--- src/phase_distortion_shaper_unit_assert.svh ---
// ----------------------------------------------------------------------------
// Phase distortion shaper assertion macros
// Shared macros for the concurrent checks of the shaper.
// ----------------------------------------------------------------------------
`ifndef PHASE_DISTORTION_SHAPER_UNIT_ASSERT_SVH
`define PHASE_DISTORTION_SHAPER_UNIT_ASSERT_SVH

// A check that is switched off while reset is high.
`define PDS_ASSERT(label, clk, rst, prop, msg) \
  label: assert property (@(posedge clk) disable iff (rst) prop) else $error(msg);

// A check that also holds across reset.
`define PDS_ASSERT_ALWAYS(label, clk, prop, msg) \
  label: assert property (@(posedge clk) prop) else $error(msg);

`endif

--- src/pds_pkg.sv ---
// ----------------------------------------------------------------------------
// Phase distortion shaper package
// Mode codes, default width and the control word that rides the divider.
// ----------------------------------------------------------------------------
`timescale 1ns / 1ps

package pds_pkg;

  localparam int PHASE_BITS_DEF = 16;

  localparam logic [2:0] MODE_BEND_RIGHT = 3'd0;
  localparam logic [2:0] MODE_BEND_LEFT  = 3'd1;
  localparam logic [2:0] MODE_MIRRORED   = 3'd2;
  localparam logic [2:0] MODE_TWO_PEAKS  = 3'd3;
  localparam logic [2:0] MODE_STRETCH    = 3'd4;
  localparam logic [2:0] MODE_SYNC       = 3'd5;

  localparam logic [1:0] BASE_ZERO    = 2'd0;
  localparam logic [1:0] BASE_QUARTER = 2'd1;
  localparam logic [1:0] BASE_HALF    = 2'd2;
  localparam logic [1:0] BASE_THREE_Q = 2'd3;

  typedef struct packed {
    logic       bypass;
    logic [1:0] base_sel;
    logic [1:0] shift;
    logic       mir_lo;
    logic       mir_hi;
  } pds_ctrl_t;

endpackage

--- src/pds_div_pipe.sv ---
// ----------------------------------------------------------------------------
// Phase distortion shaper divider pipeline
// Restoring division of num * 2^P by den, one quotient bit per stage.
// ----------------------------------------------------------------------------
`timescale 1ns / 1ps

module pds_div_pipe
  import pds_pkg::*;
#(
  parameter int P = PHASE_BITS_DEF
) (
  input  logic           clk,
  input  logic           rst,
  input  logic           adv,
  input  logic           in_valid,
  input  logic [P+1:0]   num,
  input  logic [P+1:0]   den,
  input  pds_ctrl_t      ctrl_in,
  input  logic [P-1:0]   byp_in,
  output logic           out_valid,
  output logic [P:0]     quot,
  output pds_ctrl_t      ctrl_out,
  output logic [P-1:0]   byp_out
);

  localparam int N = P + 1;

  logic            v    [N];
  logic [P+1:0]    rem  [N];
  logic [P+1:0]    dn   [N];
  logic [P:0]      q    [N];
  pds_ctrl_t       ctl  [N];
  logic [P-1:0]    byp  [N];

  for (genvar k = 0; k < N; k++) begin : g_stage
    logic [P+2:0] trial;
    logic [P+2:0] den_e;
    logic         ge;
    logic [P+2:0] diff;

    if (k == 0) begin : g_first
      assign trial = {1'b0, num};
      assign den_e = {1'b0, den};
    end else begin : g_rest
      assign trial = {rem[k-1], 1'b0};
      assign den_e = {1'b0, dn[k-1]};
    end

    assign ge   = (trial >= den_e);
    assign diff = ge ? (trial - den_e) : trial;

    always_ff @(posedge clk) begin
      if (rst) begin
        v[k] <= 1'b0;
      end else if (adv) begin
        v[k] <= (k == 0) ? in_valid : v[(k == 0) ? 0 : k-1];
      end
    end

    always_ff @(posedge clk) begin
      if (adv) begin
        rem[k] <= diff[P+1:0];
        if (k == 0) begin
          dn[k]  <= den;
          q[k]   <= {{P{1'b0}}, ge};
          ctl[k] <= ctrl_in;
          byp[k] <= byp_in;
        end else begin
          dn[k]  <= dn[(k == 0) ? 0 : k-1];
          q[k]   <= {q[(k == 0) ? 0 : k-1][P-1:0], ge};
          ctl[k] <= ctl[(k == 0) ? 0 : k-1];
          byp[k] <= byp[(k == 0) ? 0 : k-1];
        end
      end
    end
  end

  assign out_valid = v[N-1];
  assign quot      = q[N-1];
  assign ctrl_out  = ctl[N-1];
  assign byp_out   = byp[N-1];

endmodule

--- src/phase_distortion_shaper_unit.sv ---
// Each word passes the s1 and s2 registers, the divider stages and the output register in turn.
// Throughput: one word per cycle; the quotient is built one bit per stage.
// The output register holds a word until taken, and the whole pipeline stalls with it.
// Reset clears all valid bits and sets shape_mode to bend right.
// ----------------------------------------------------------------------------
// Phase distortion shaper
// Warps an oscillator phase by the piecewise-linear curve that shape_mode selects.
// ----------------------------------------------------------------------------
`timescale 1ns / 1ps
`include "phase_distortion_shaper_unit_assert.svh"

module phase_distortion_shaper_unit
  import pds_pkg::*;
#(
  parameter int PHASE_BITS = PHASE_BITS_DEF
) (
  input  logic                  clk,
  input  logic                  rst,
  input  logic                  cfg_we,
  input  logic [2:0]            cfg_wdata,
  input  logic                  in_valid,
  output logic                  in_ready,
  input  logic [PHASE_BITS-1:0] phase_in,
  input  logic [PHASE_BITS:0]   amount,
  output logic                  out_valid,
  input  logic                  out_ready,
  output logic [PHASE_BITS-1:0] shaped_phase
);

  localparam int P = PHASE_BITS;
  localparam int W = P + 3;

  localparam logic [W-1:0] ONE_W  = {3'b001, {P{1'b0}}};
  localparam logic [W-1:0] TWO_W  = {3'b010, {P{1'b0}}};
  localparam logic [W-1:0] THR_W  = {3'b011, {P{1'b0}}};
  localparam logic [W-1:0] FOUR_W = {3'b100, {P{1'b0}}};
  localparam logic [P:0]   ONE_A  = {1'b1, {P{1'b0}}};
  localparam logic [P+1:0] MASK_R = {2'b00, {P{1'b1}}};

  logic [2:0] shape_mode;
  logic       adv;

  always_ff @(posedge clk) begin
    if (rst) begin
      shape_mode <= MODE_BEND_RIGHT;
    end else if (cfg_we) begin
      shape_mode <= cfg_wdata;
    end
  end

  assign adv      = !out_valid || out_ready;
  assign in_ready = adv;

  logic         s1_valid;
  logic [P-1:0] s1_ph;
  logic [P:0]   s1_amt;
  logic [2:0]   s1_mode;

  always_ff @(posedge clk) begin
    if (rst) begin
      s1_valid <= 1'b0;
    end else if (adv) begin
      s1_valid <= in_valid;
    end
  end

  always_ff @(posedge clk) begin
    if (adv) begin
      s1_ph   <= phase_in;
      s1_amt  <= (amount > ONE_A) ? ONE_A : amount;
      s1_mode <= shape_mode;
    end
  end

  logic [W-1:0]   ph_w, a_w, h2, xb, x4, x2;
  logic [W-1:0]   num_c, den_c;
  logic [P+3:0]   mult;
  logic [2*P+3:0] prod;
  pds_ctrl_t      ctrl_c;
  logic [P-1:0]   byp_c;

  assign ph_w = W'(s1_ph);
  assign a_w  = W'(s1_amt);
  assign x4   = ph_w << 2;
  assign x2   = ph_w << 1;
  assign mult = (P+4)'(ONE_W) + (P+4)'(a_w) * (P+4)'(12);
  assign prod = (2*P+4)'(s1_ph) * (2*P+4)'(mult);

  always_comb begin
    h2     = (s1_mode == MODE_BEND_RIGHT) ? (ONE_W + a_w) : (ONE_W - a_w);
    xb     = ph_w;
    num_c  = '0;
    den_c  = '0;
    ctrl_c = '0;
    byp_c  = s1_ph;
    case (s1_mode)
      MODE_BEND_RIGHT, MODE_BEND_LEFT, MODE_MIRRORED: begin
        if (s1_mode == MODE_MIRRORED) begin
          xb            = s1_ph[P-1] ? ((ONE_W - ph_w) << 1) : (ph_w << 1);
          ctrl_c.mir_hi = s1_ph[P-1];
          ctrl_c.mir_lo = !s1_ph[P-1];
        end
        if ((xb << 1) < h2) begin
          num_c = xb;
          den_c = h2;
        end else begin
          num_c           = (xb << 1) - h2;
          den_c           = TWO_W - h2;
          ctrl_c.base_sel = BASE_HALF;
          ctrl_c.shift    = 2'd1;
        end
      end
      MODE_TWO_PEAKS: begin
        if (x4 <= ONE_W - a_w) begin
          num_c        = x4;
          den_c        = ONE_W - a_w;
          ctrl_c.shift = 2'd2;
        end else if (x4 <= ONE_W + a_w) begin
          ctrl_c.base_sel = BASE_QUARTER;
        end else if (x4 <= THR_W - a_w) begin
          num_c           = x4 - (ONE_W + a_w);
          den_c           = TWO_W - (a_w << 1);
          ctrl_c.base_sel = BASE_QUARTER;
          ctrl_c.shift    = 2'd1;
        end else if (x4 <= THR_W + a_w) begin
          ctrl_c.base_sel = BASE_THREE_Q;
        end else begin
          num_c           = x4 - (THR_W + a_w);
          den_c           = FOUR_W - (THR_W + a_w);
          ctrl_c.base_sel = BASE_THREE_Q;
          ctrl_c.shift    = 2'd2;
        end
      end
      MODE_STRETCH: begin
        if (x2 <= ONE_W - a_w) begin
          num_c        = x2;
          den_c        = ONE_W - a_w;
          ctrl_c.shift = 2'd1;
        end else if (x2 <= ONE_W + a_w) begin
          ctrl_c.base_sel = BASE_HALF;
        end else begin
          num_c           = x2 - (ONE_W + a_w);
          den_c           = TWO_W - (ONE_W + a_w);
          ctrl_c.base_sel = BASE_HALF;
          ctrl_c.shift    = 2'd1;
        end
      end
      MODE_SYNC: begin
        ctrl_c.bypass = 1'b1;
        byp_c         = prod[2*P-1:P];
      end
      default: begin
        ctrl_c.bypass = 1'b1;
      end
    endcase
    if (den_c == '0) begin
      num_c = '0;
      den_c = W'(1);
    end
  end

  logic         s2_valid;
  logic [P+1:0] s2_num, s2_den;
  pds_ctrl_t    s2_ctrl;
  logic [P-1:0] s2_byp;

  always_ff @(posedge clk) begin
    if (rst) begin
      s2_valid <= 1'b0;
    end else if (adv) begin
      s2_valid <= s1_valid;
    end
  end

  always_ff @(posedge clk) begin
    if (adv) begin
      s2_num  <= num_c[P+1:0];
      s2_den  <= den_c[P+1:0];
      s2_ctrl <= ctrl_c;
      s2_byp  <= byp_c;
    end
  end

  logic         div_valid;
  logic [P:0]   div_q;
  pds_ctrl_t    div_ctrl;
  logic [P-1:0] div_byp;

  pds_div_pipe #(.P(P)) u_div (
    .clk       (clk),
    .rst       (rst),
    .adv       (adv),
    .in_valid  (s2_valid),
    .num       (s2_num),
    .den       (s2_den),
    .ctrl_in   (s2_ctrl),
    .byp_in    (s2_byp),
    .out_valid (div_valid),
    .quot      (div_q),
    .ctrl_out  (div_ctrl),
    .byp_out   (div_byp)
  );

  logic [P+1:0] qs, base_v, sum, r_c;

  always_comb begin
    qs = {1'b0, div_q} >> div_ctrl.shift;
    case (div_ctrl.base_sel)
      BASE_QUARTER: base_v = (P+2)'(ONE_W >> 2);
      BASE_HALF:    base_v = (P+2)'(ONE_W >> 1);
      BASE_THREE_Q: base_v = (P+2)'((ONE_W >> 1) + (ONE_W >> 2));
      default:      base_v = '0;
    endcase
    sum = base_v + qs;
    if (div_ctrl.bypass) begin
      r_c = (P+2)'(div_byp);
    end else if (div_ctrl.mir_hi) begin
      r_c = (P+2)'(ONE_W) - (sum >> 1);
    end else if (div_ctrl.mir_lo) begin
      r_c = sum >> 1;
    end else begin
      r_c = sum;
    end
    if (r_c > MASK_R) begin
      r_c = MASK_R;
    end
  end

  always_ff @(posedge clk) begin
    if (rst) begin
      out_valid <= 1'b0;
    end else if (adv) begin
      out_valid <= div_valid;
    end
  end

  always_ff @(posedge clk) begin
    if (adv) begin
      shaped_phase <= r_c[P-1:0];
    end
  end

  `PDS_ASSERT_ALWAYS(a_reset_empty, clk, rst |=> !out_valid, "Output word valid after reset")
  `PDS_ASSERT(a_amt_sat, clk, rst, s1_valid |-> (s1_amt <= ONE_A), "Amount not saturated")
  `PDS_ASSERT(a_quot_range, clk, rst, div_valid |-> (div_q <= ONE_A), "Quotient above one")
  `PDS_ASSERT(a_stall_hold, clk, rst, !adv |=> ($stable(s2_valid) && $stable(s2_num)), "Stall moved a word")

endmodule

--- config.mk ---
export PLATFORM = sky130hd
export DESIGN_NAME = phase_distortion_shaper_unit
export DESIGN_NICKNAME = d
export VERILOG_FILES = /design/src/pds_pkg.sv /design/src/pds_div_pipe.sv /design/src/phase_distortion_shaper_unit.sv
export VERILOG_INCLUDE_DIRS = /design/src /design/src/src
export SDC_FILE = /design/constraint.sdc
export NUM_CORES = 2
export LEC_CHECK = 0
export BUFFER_PORTS_ARGS = -buffer_cell sky130_fd_sc_hd__buf_2
export CORE_AREA = 2 2 384 386
export CTS_CLUSTER_SIZE = 10
export DETAILED_ROUTE_END_ITERATION = 6
export DIE_AREA = 0 0 386 388
export PLACE_DENSITY = 0.74
export SYNTH_ARGS = -nofsm -noshare
export SYNTH_HDL_FRONTEND = slang
export SYNTH_SLANG_ARGS = --single-unit
--- constraint.sdc ---
create_clock -name clk -period 26.4 [get_ports clk]
set_input_delay 0 -clock clk [delete_from_list [all_inputs] [get_ports clk]]
set_output_delay 0 -clock clk [all_outputs]
set_load 0.03 [all_outputs]
Yosys cells after proc, flatten, opt, wreduce, memory -nomap -nowiden
Memories as Yosys holds them, arrays and structs flattened. A register that Yosys moved wholly into a read port is not among the register bits.
Cells that the tools add are included.
W data, S select, Z words.
{ "word_totals": {"regBits": 116, "ramBits": 1309, "in_bits": 41, "output_inout_bits": 18, "memories": 6} }
{ "op_classes": {"n_addsub": 33, "n_mul": 2, "n_lt_le_gt_ge": 26, "n_eq_ne": 8, "shifts": 1, "muxes": 77, "n_bitwise": 17, "reduce_logical": 8} }
{ "memory_table": {"columns": ["name", "words", "width", "read_ports", "rd_clocked_by_memory_dff", "wr", "line_no", "source"], "rows": [
  ["u_div.dn", 17, 18, 16, 0, 17, "pds_div_pipe.sv:30", "logic [P+1:0] dn [N];"],
  ["u_div.rem", 17, 18, 16, 0, 17, "pds_div_pipe.sv:29", "logic [P+1:0] rem [N];"],
  ["u_div.q", 17, 17, 17, 0, 17, "pds_div_pipe.sv:31", "logic [P:0] q [N];"],
  ["u_div.byp", 17, 16, 17, 0, 17, "pds_div_pipe.sv:33", "logic [P-1:0] byp [N];"],
  ["u_div.ctl", 17, 7, 17, 0, 17, "pds_div_pipe.sv:32", "pds_ctrl_t ctl [N];"],
  ["u_div.v", 17, 1, 17, 1, 17, "pds_div_pipe.sv:28", "logic v [N];"]
]} }
{ "ops": {"columns": ["cell", "count"], "rows": [
  ["$mux W18", 30],
  ["$sub A18 B18 Y18", 20],
  ["$ge A19 B18 Y1", 16],
  ["$mux W19", 8],
  ["$le A18 B19 Y1", 4],
  ["$pmux W19 S3", 1],
  ["$pmux W18 S3", 1],
  ["$pmux W16 S3", 1],
  ["$le A17 B19 Y1", 2],
  ["$sub A18 B18 Y19 const A", 2],
  ["$sub A17 B17 Y18 const A", 2],
  ["$mul A16 B20 Y32", 1],
  ["$mux W1", 26],
  ["$add A17 B20 Y20 const A", 1],
  ["$add A18 B17 Y19 const A", 1],
  ["$logic_not A19 Y1", 1],
  ["$lt A19 B19 Y1", 1],
  ["$sub A18 B17 Y19 const A", 1],
  ["$sub A18 B19 Y19 const A", 1],
  ["$sub A19 B19 Y19 const A", 1],
  ["$add A17 B17 Y18 const A", 1],
  ["$add A18 B18 Y18", 1],
  ["$ge A18 B18 Y1", 1],
  ["$gt A18 B16 Y1 const B", 1],
  ["21 further kinds", 47]
]} }

Longest topological paths before layout
{ "logic_depth": {"ltp_word": 8, "depth_mapped": 35, "mapped_depth_nobuf": 34} }

Cells and area by module
A second synthesis with hierarchy kept.
{ "hier_totals": {"hier_cells": 6125, "hier_area_um2": 72985.0} }
{ "modules_own_cells": {"columns": ["mod", "n_inst", "cells_per_inst", "area_per_inst_um2"], "rows": [
  ["pds_div_pipe", 1, 3741, 52354.0],
  ["phase_distortion_shaper_unit", 1, 2384, 20631.0]
]} }

Worst setup path after synthesis
OpenSTA, ideal clock, no wires.
{ "synth_path": {"kind": "register to register", "from": "reg out_valid (read register of u_div.v)", "to": "reg s1_amt[0], enable pin", "setup_ps": 1576, "arrival_time_ps": 24520, "required_ps": 24824, "setup_slack_ps": 304, "stages_incl_launch_ff": 3, "period_less_slack_ps": 26096, "cell_sequence": "dfxtp_1 > nor2b_1 > inv_1"} }
{ "synth_via": {"elab_chain_cells": 2} }
{ "synth_rtl": {"columns": ["element", "line_no", "source"], "rows": [
  ["start, declared", "phase_distortion_shaper_unit.sv:25", "output logic out_valid,"],
  ["$logic_not A1 Y1", "phase_distortion_shaper_unit.sv:51", "assign adv = !out_valid || out_ready;"],
  ["$logic_or A1 B1 Y1", "phase_distortion_shaper_unit.sv:51", null],
  ["named net in_ready", "phase_distortion_shaper_unit.sv:22", "output logic in_ready,"],
  ["end signal, assigned", "phase_distortion_shaper_unit.sv:70", "s1_amt <= (amount > ONE_A) ? ONE_A : amount;"],
  ["end, declared", "phase_distortion_shaper_unit.sv:56", "logic [P:0] s1_amt;"]
]} }
The timed path passes the listed nets, and every way through them passes these cells.
A chain may end at the register's enable or synchronous reset.

Worst setup path in the final report
{ "layout_path": {"from": "reg s1_amt[1]", "to": "reg s2_byp[15], data pin"} }
{ "layout_via": {"elab_chain_cells": 4} }
{ "layout_rtl": {"columns": ["element", "line_no", "source"], "rows": [
  ["$mul A17 B2 Y18", "phase_distortion_shaper_unit.sv:86", "assign mult = (P+4)'(ONE_W) + (P+4)'(a_w) * (P+4)'(12);"],
  ["$add A17 B20 Y20", "phase_distortion_shaper_unit.sv:86", null],
  ["$mul A16 B20 Y32", "phase_distortion_shaper_unit.sv:87", "assign prod = (2*P+4)'(s1_ph) * (2*P+4)'(mult);"],
  ["$mux W16", "phase_distortion_shaper_unit.sv:96", "case (s1_mode)"],
  ["named net byp_c[15]", "phase_distortion_shaper_unit.sv:80", "logic [P-1:0] byp_c;"],
  ["end signal, assigned", "phase_distortion_shaper_unit.sv:180", "s2_byp <= byp_c;"],
  ["end, declared", "phase_distortion_shaper_unit.sv:165", "logic [P-1:0] s2_byp;"]
]} }
The timed path passes the listed nets, and every way through them passes these cells.

==> results.txt <==
- Run status: finished, final reports clean
- Standard-cell row count: between 100 and 150
* Unrepaired setup endpoints after global routing: no
- In this run the power density over the cells is between 100 and 150 nW/um^2.
- Of the total power, the share spent switching nets is 0.385.
- between 50 and 60 I/O pins were placed.
- Among the stages of the critical path, the cell type that occurs most often is fa_1.
* Routed Wire Length: around 170000 um
* GRT Overall Usage: 0.226
- Remaining number of nets flagged by the antenna check after routing: 0
- # port buffers: slightly below 60
- Counting flops with an async set or reset pin after synthesis yields a share of 0.
* Cells on worst reg2reg path: 30
* Worst path max stage delay: around 0.84 ns
- Sequential element share of the synthesized area: 0.519
* Maximum number of pins on one net before global-route repair: around 190
- Global routing finished with a remaining overflow of 0.
* Dpl ws: roughly 16 ns
* # Post-CTS Setup Buffers: 0
* Sequential share of power: 0.319
* Leading post-synthesis cells by cell area: edfxtp_1, ha_1, fa_1
- Across the run, the number of max-cap violations was 0.
- Clock Power Share: 0.164
- Vias per cell: between 5 and 6
* Filler Cells Inserted: roughly 12000
- At the end of the flow, the number of nets in the layout was 7033.
- CTS H-Tree Depth: 4
- Worst-case setup margin in the final layout: roughly 16 ns
* Flop-to-flop setup slack: between 15 and 20 ns
- DRC violations left: 0
* Initial cell density of the core: 0.499
- Final cell area excluding filler cells: 80000 sq um
* CTS buffer count: 147
* Tightest slew margin relative to the limit: 0.0777
* Fraction of final layout cells with drive strength greater than 1: 0.0946
- Fmax achieved: between 90 and 100 MHz
- Footprint of the multi-input gates: roughly 31000 sq um
* Cell-internal power: about 0.0067 W
- Top-area cell type share of the netlist area: 0.518
* Number of slew-limit violations in the final report: 0
* Cell Count, Final, Fillers Out: ~8000
- Category of the most critical setup path: reg -> reg
- For the worst setup path, the data arrival time is ~11 ns.
- The number of antenna diodes in the final layout is 0.
- Total number of vias: ~46000
- The floorplan step defined a core boundary enclosing roughly 150000 sq um.
* Post-synthesis sequential element count: roughly 1300
- The synthesized design contains 1248 enable-type register cells.
- Global-route wire length before repair: roughly 260000 um
- The initial antenna violation count was 1.
- The number of global-route vias before repair came to around 47000.
- At the pin with the least slew margin, the transition time is around 1.4 ns.
- Cell area after placement: ~75000 sq um
- Post-CTS repair changed the size of 0 cells.
* Final worst path period share: 0.382
- Clock latency on the worst-skew pair, taken at its later pin, is slightly below 0.8 ns.
* Register Area: ~38000 sq um
- No sink is reached through more buffers than the 3 on the longest clock path.
- Average cell area after synthesis: ~12 sq um
- In the global route stage, met2 resource usage came out at 0.387.
* Worst Hold Launch: rst
- Maximum fanout count along the critical path: 16
- The die covers around 150000 sq um.
* Hold endpoint: s2_valid
- Capture instance of the worst register-to-register path: s2_byp[15]
- Setup-failing EPs final: 0
- Counting distinct cell types in the post-synthesis netlist gives about 100.
- Launch point of the worst reg-to-reg path: s1_amt[1]
- Aggregate negative setup slack: 0 ns
* Total nets after synthesis: between 6000 and 7000
* Required time at the worst-slack endpoint: between 20 and 30 ns
* Met1 global-route usage: 0.276
* Area delta synth->final: 10.6%
- Critical-path cell with the highest stage delay: xor2_1
* Detailed-routing iteration count for the pre-antenna-repair pass: 6
- Cell depth of the worst hold path: 3
- Post-synthesis cell type with the largest combined area: edfxtp_1
* CTS root buffer: clkbuf_16
- Cell Count Post-Placement: approximately 7900
- Clock skew on the completed layout was measured at between 0.05 and 0.06 ns.
- Routability-driven placement finished with a final weighted congestion of 0.952.
- In this run the power spent charging and discharging nets is between 0.004 and 0.005 W.
- Met3 track utilization from global routing: 0.0341
- Instance count of the mapped netlist: 6032
- met2 is the most crowded layer.
- Most used flip-flop cell after synthesis: edfxtp_1
- Worst VDD drop: roughly 0.22 mV
* WHS: ~0.11 ns
- Summing every instance area after synthesis gives a little over 70000 sq um.
* Time the final worst path needs with I/O delays and setup: 10.10 ns
- The worst setup path is launched from a flop.
* Clock Sinks: roughly 1300
- Class of the most critical hold timing path: in -> reg
- Share of total power in combinational logic: 0.517
- The Yosys step of the flow raised 0 warnings.
* Hpwl dp: between 100000 and 150000 um
- The final count of hold timing violations is 0.
- TritonCTS built the clock tree.
* Wire per inst: 20.4 um
- Leakage Power: between 30 and 40 nW
- For this block, the initial DRC count from the detailed router was roughly 3800.
- Reg clk slew, reported paths: ~0.050 ns
- Width of the die: about 390 um
* Sort of element at the end of the critical path: flop
- Measured along the y axis, the die boundary spans 388 um.
layout by cell type (no fill, tap or decap), types with 26 or more instances in the layout:
cell type,Yosys,final
and2_1,172,172
fa_1,237,237
nor4_1,29,29
a21o_1,95,95
buf_4,3,74
buf_2,10,58
o211ai_1,32,32
nor2b_1,108,108
nor2_1,325,325
edfxtp_1,1248,1248
nand3b_1,35,35
o31ai_1,45,45
ha_1,514,514
nor3_1,94,94
nand2b_1,40,40
nand2_1,430,430
nand3_1,52,52
a21boi_0,57,57
o21ai_0,225,225
o21a_1,106,106
a31oi_1,48,48
mux2_2,198,198
xnor2_1,221,214
a21oi_1,250,249
mux2i_1,65,65
dlygate4sd3_1,0,65
and3_1,26,26
inv_1,742,741
clkbuf_16,0,147
xor2_1,79,79
nand4_1,75,75
power by group through the flow:
| stage | logic (W) | clock network, W | registers [W] |
|---|---|---|---|
| 2_1_floorplan | 0.00440 | 0 | 0.00335 |
| 3_3_place_gp | 0.00547 | 0 | 0.00350 |
| 3_5_place_dp | 0.00559 | 0 | 0.00352 |
| 4_1_cts | 0.00567 | 0.00185 | 0.00349 |
| 5_1_grt | 0.00640 | 0.00192 | 0.00355 |
| 6_report | 0.00566 | 0.00180 | 0.00349 |
worst max path at each step:
stage,end,from,slack [ns]
after floorplan,s1_amt[0],out_valid,0.30
after global placement,s2_byp[15],s1_amt[1],16.72
after detailed placement,s2_byp[15],s1_amt[1],16.35
after CTS,s2_byp[15],s1_amt[1],16.31
after global routing,s2_byp[15],s1_amt[1],15.56
final,s2_byp[15],s1_amt[1],16.30
synthesized netlist by cell type, types with 8 or more instances:
master and count:
o2111ai_1 17, o31ai_1 45, mux2i_1 65, o211ai_1 32, o221ai_1 13, or2_2 25
o21a_1 106, a211o_1 8, ha_1 514, a31oi_2 10, a31o_2 17, a221oi_1 21
nand4_1 75, nor4_1 29, inv_1 742, fa_1 237, a21oi_1 250, nand2b_1 40
edfxtp_1 1248, o21ai_0 225, o21ai_1 18, or3_1 20, o21bai_1 22, nor2_1 325
mux2_2 198, nand3_1 52, and3_1 26, a21o_1 95, xnor2_1 221, xor2_1 79
nand3b_1 35, buf_2 10, o22ai_1 9, a211oi_1 21, and2_1 172, nand2_1 430
a21boi_0 57, nor2b_1 108, a31oi_1 48, nor3_1 94, clkbuf_1 113
worst max-delay path: cells and delay by family (launching register included):
kind | cells | cell delay [ns]
AOI/OAI and AO/OA | 10 | 2.27
xor gates and xnor gates | 2 | 1.23
adders and majority gates | 8 | 3.46
buffers and inverters | 3 | 0.34
DFF | 1 | 0.58
and+or+nand+nor | 7 | 2.03
sequential cells by signal, indices dropped and copies added, names as in the netlist, 18 cells and up:
register	count
u_div.ctl	119
u_div.rem	288
u_div.q	153
u_div.byp	272
s2_den	18
s2_num	18
u_div.dn	288
cell families (layout without fill, tap and decap cells):
logic type                 count (synthesis)  after routing  share of synthesized area
xor gates and xnor gates                 301            301                     0.0366
other                                      1              1                  0.0000518
muxes                                    267            267                     0.0410
AOI/OAI and AO/OA                       1100           1100                      0.100
adders and majority gates                751            751                      0.154
DFF                                     1254           1254                      0.519
and+or+nand+nor                         1474           1474                      0.101
buffers and inverters                    884           1132                     0.0469
final cells by class:
class,count,share of cell area
tap,1917,0.0300
sequential,1254,0.470
clock inverter,25,0.00603
clock buffer,163,0.0467
inverter,745,0.0350
multi-input combinational,3894,0.393
timing repair buffer,199,0.0192
through the flow:
stage	total power, W	utilization
after floorplan	0.00774	-
after global placement	0.00897	0.518
after detailed placement	0.00911	0.518
after CTS	0.0110	0.551
after global routing	0.0119	0.551
final	0.0109	0.551
layer usage:
metal | wire (um) | vias to the layer above
li1 | - | 21900
met2 | 83000 | 1367
met5 | 14 | -
met4 | 8830 | 2
met1 | 66900 | 22600
met3 | 8790 | 437
repair_timing:
| action | CTS | global route |
|---|---|---|
| hold buffers | 65 | 0 |
| endpoints found under the setup margin | 0 | 0 |
| endpoints found under the hold margin | 39 | 0 |
Note: power is estimated with default switching activity, not from simulation.
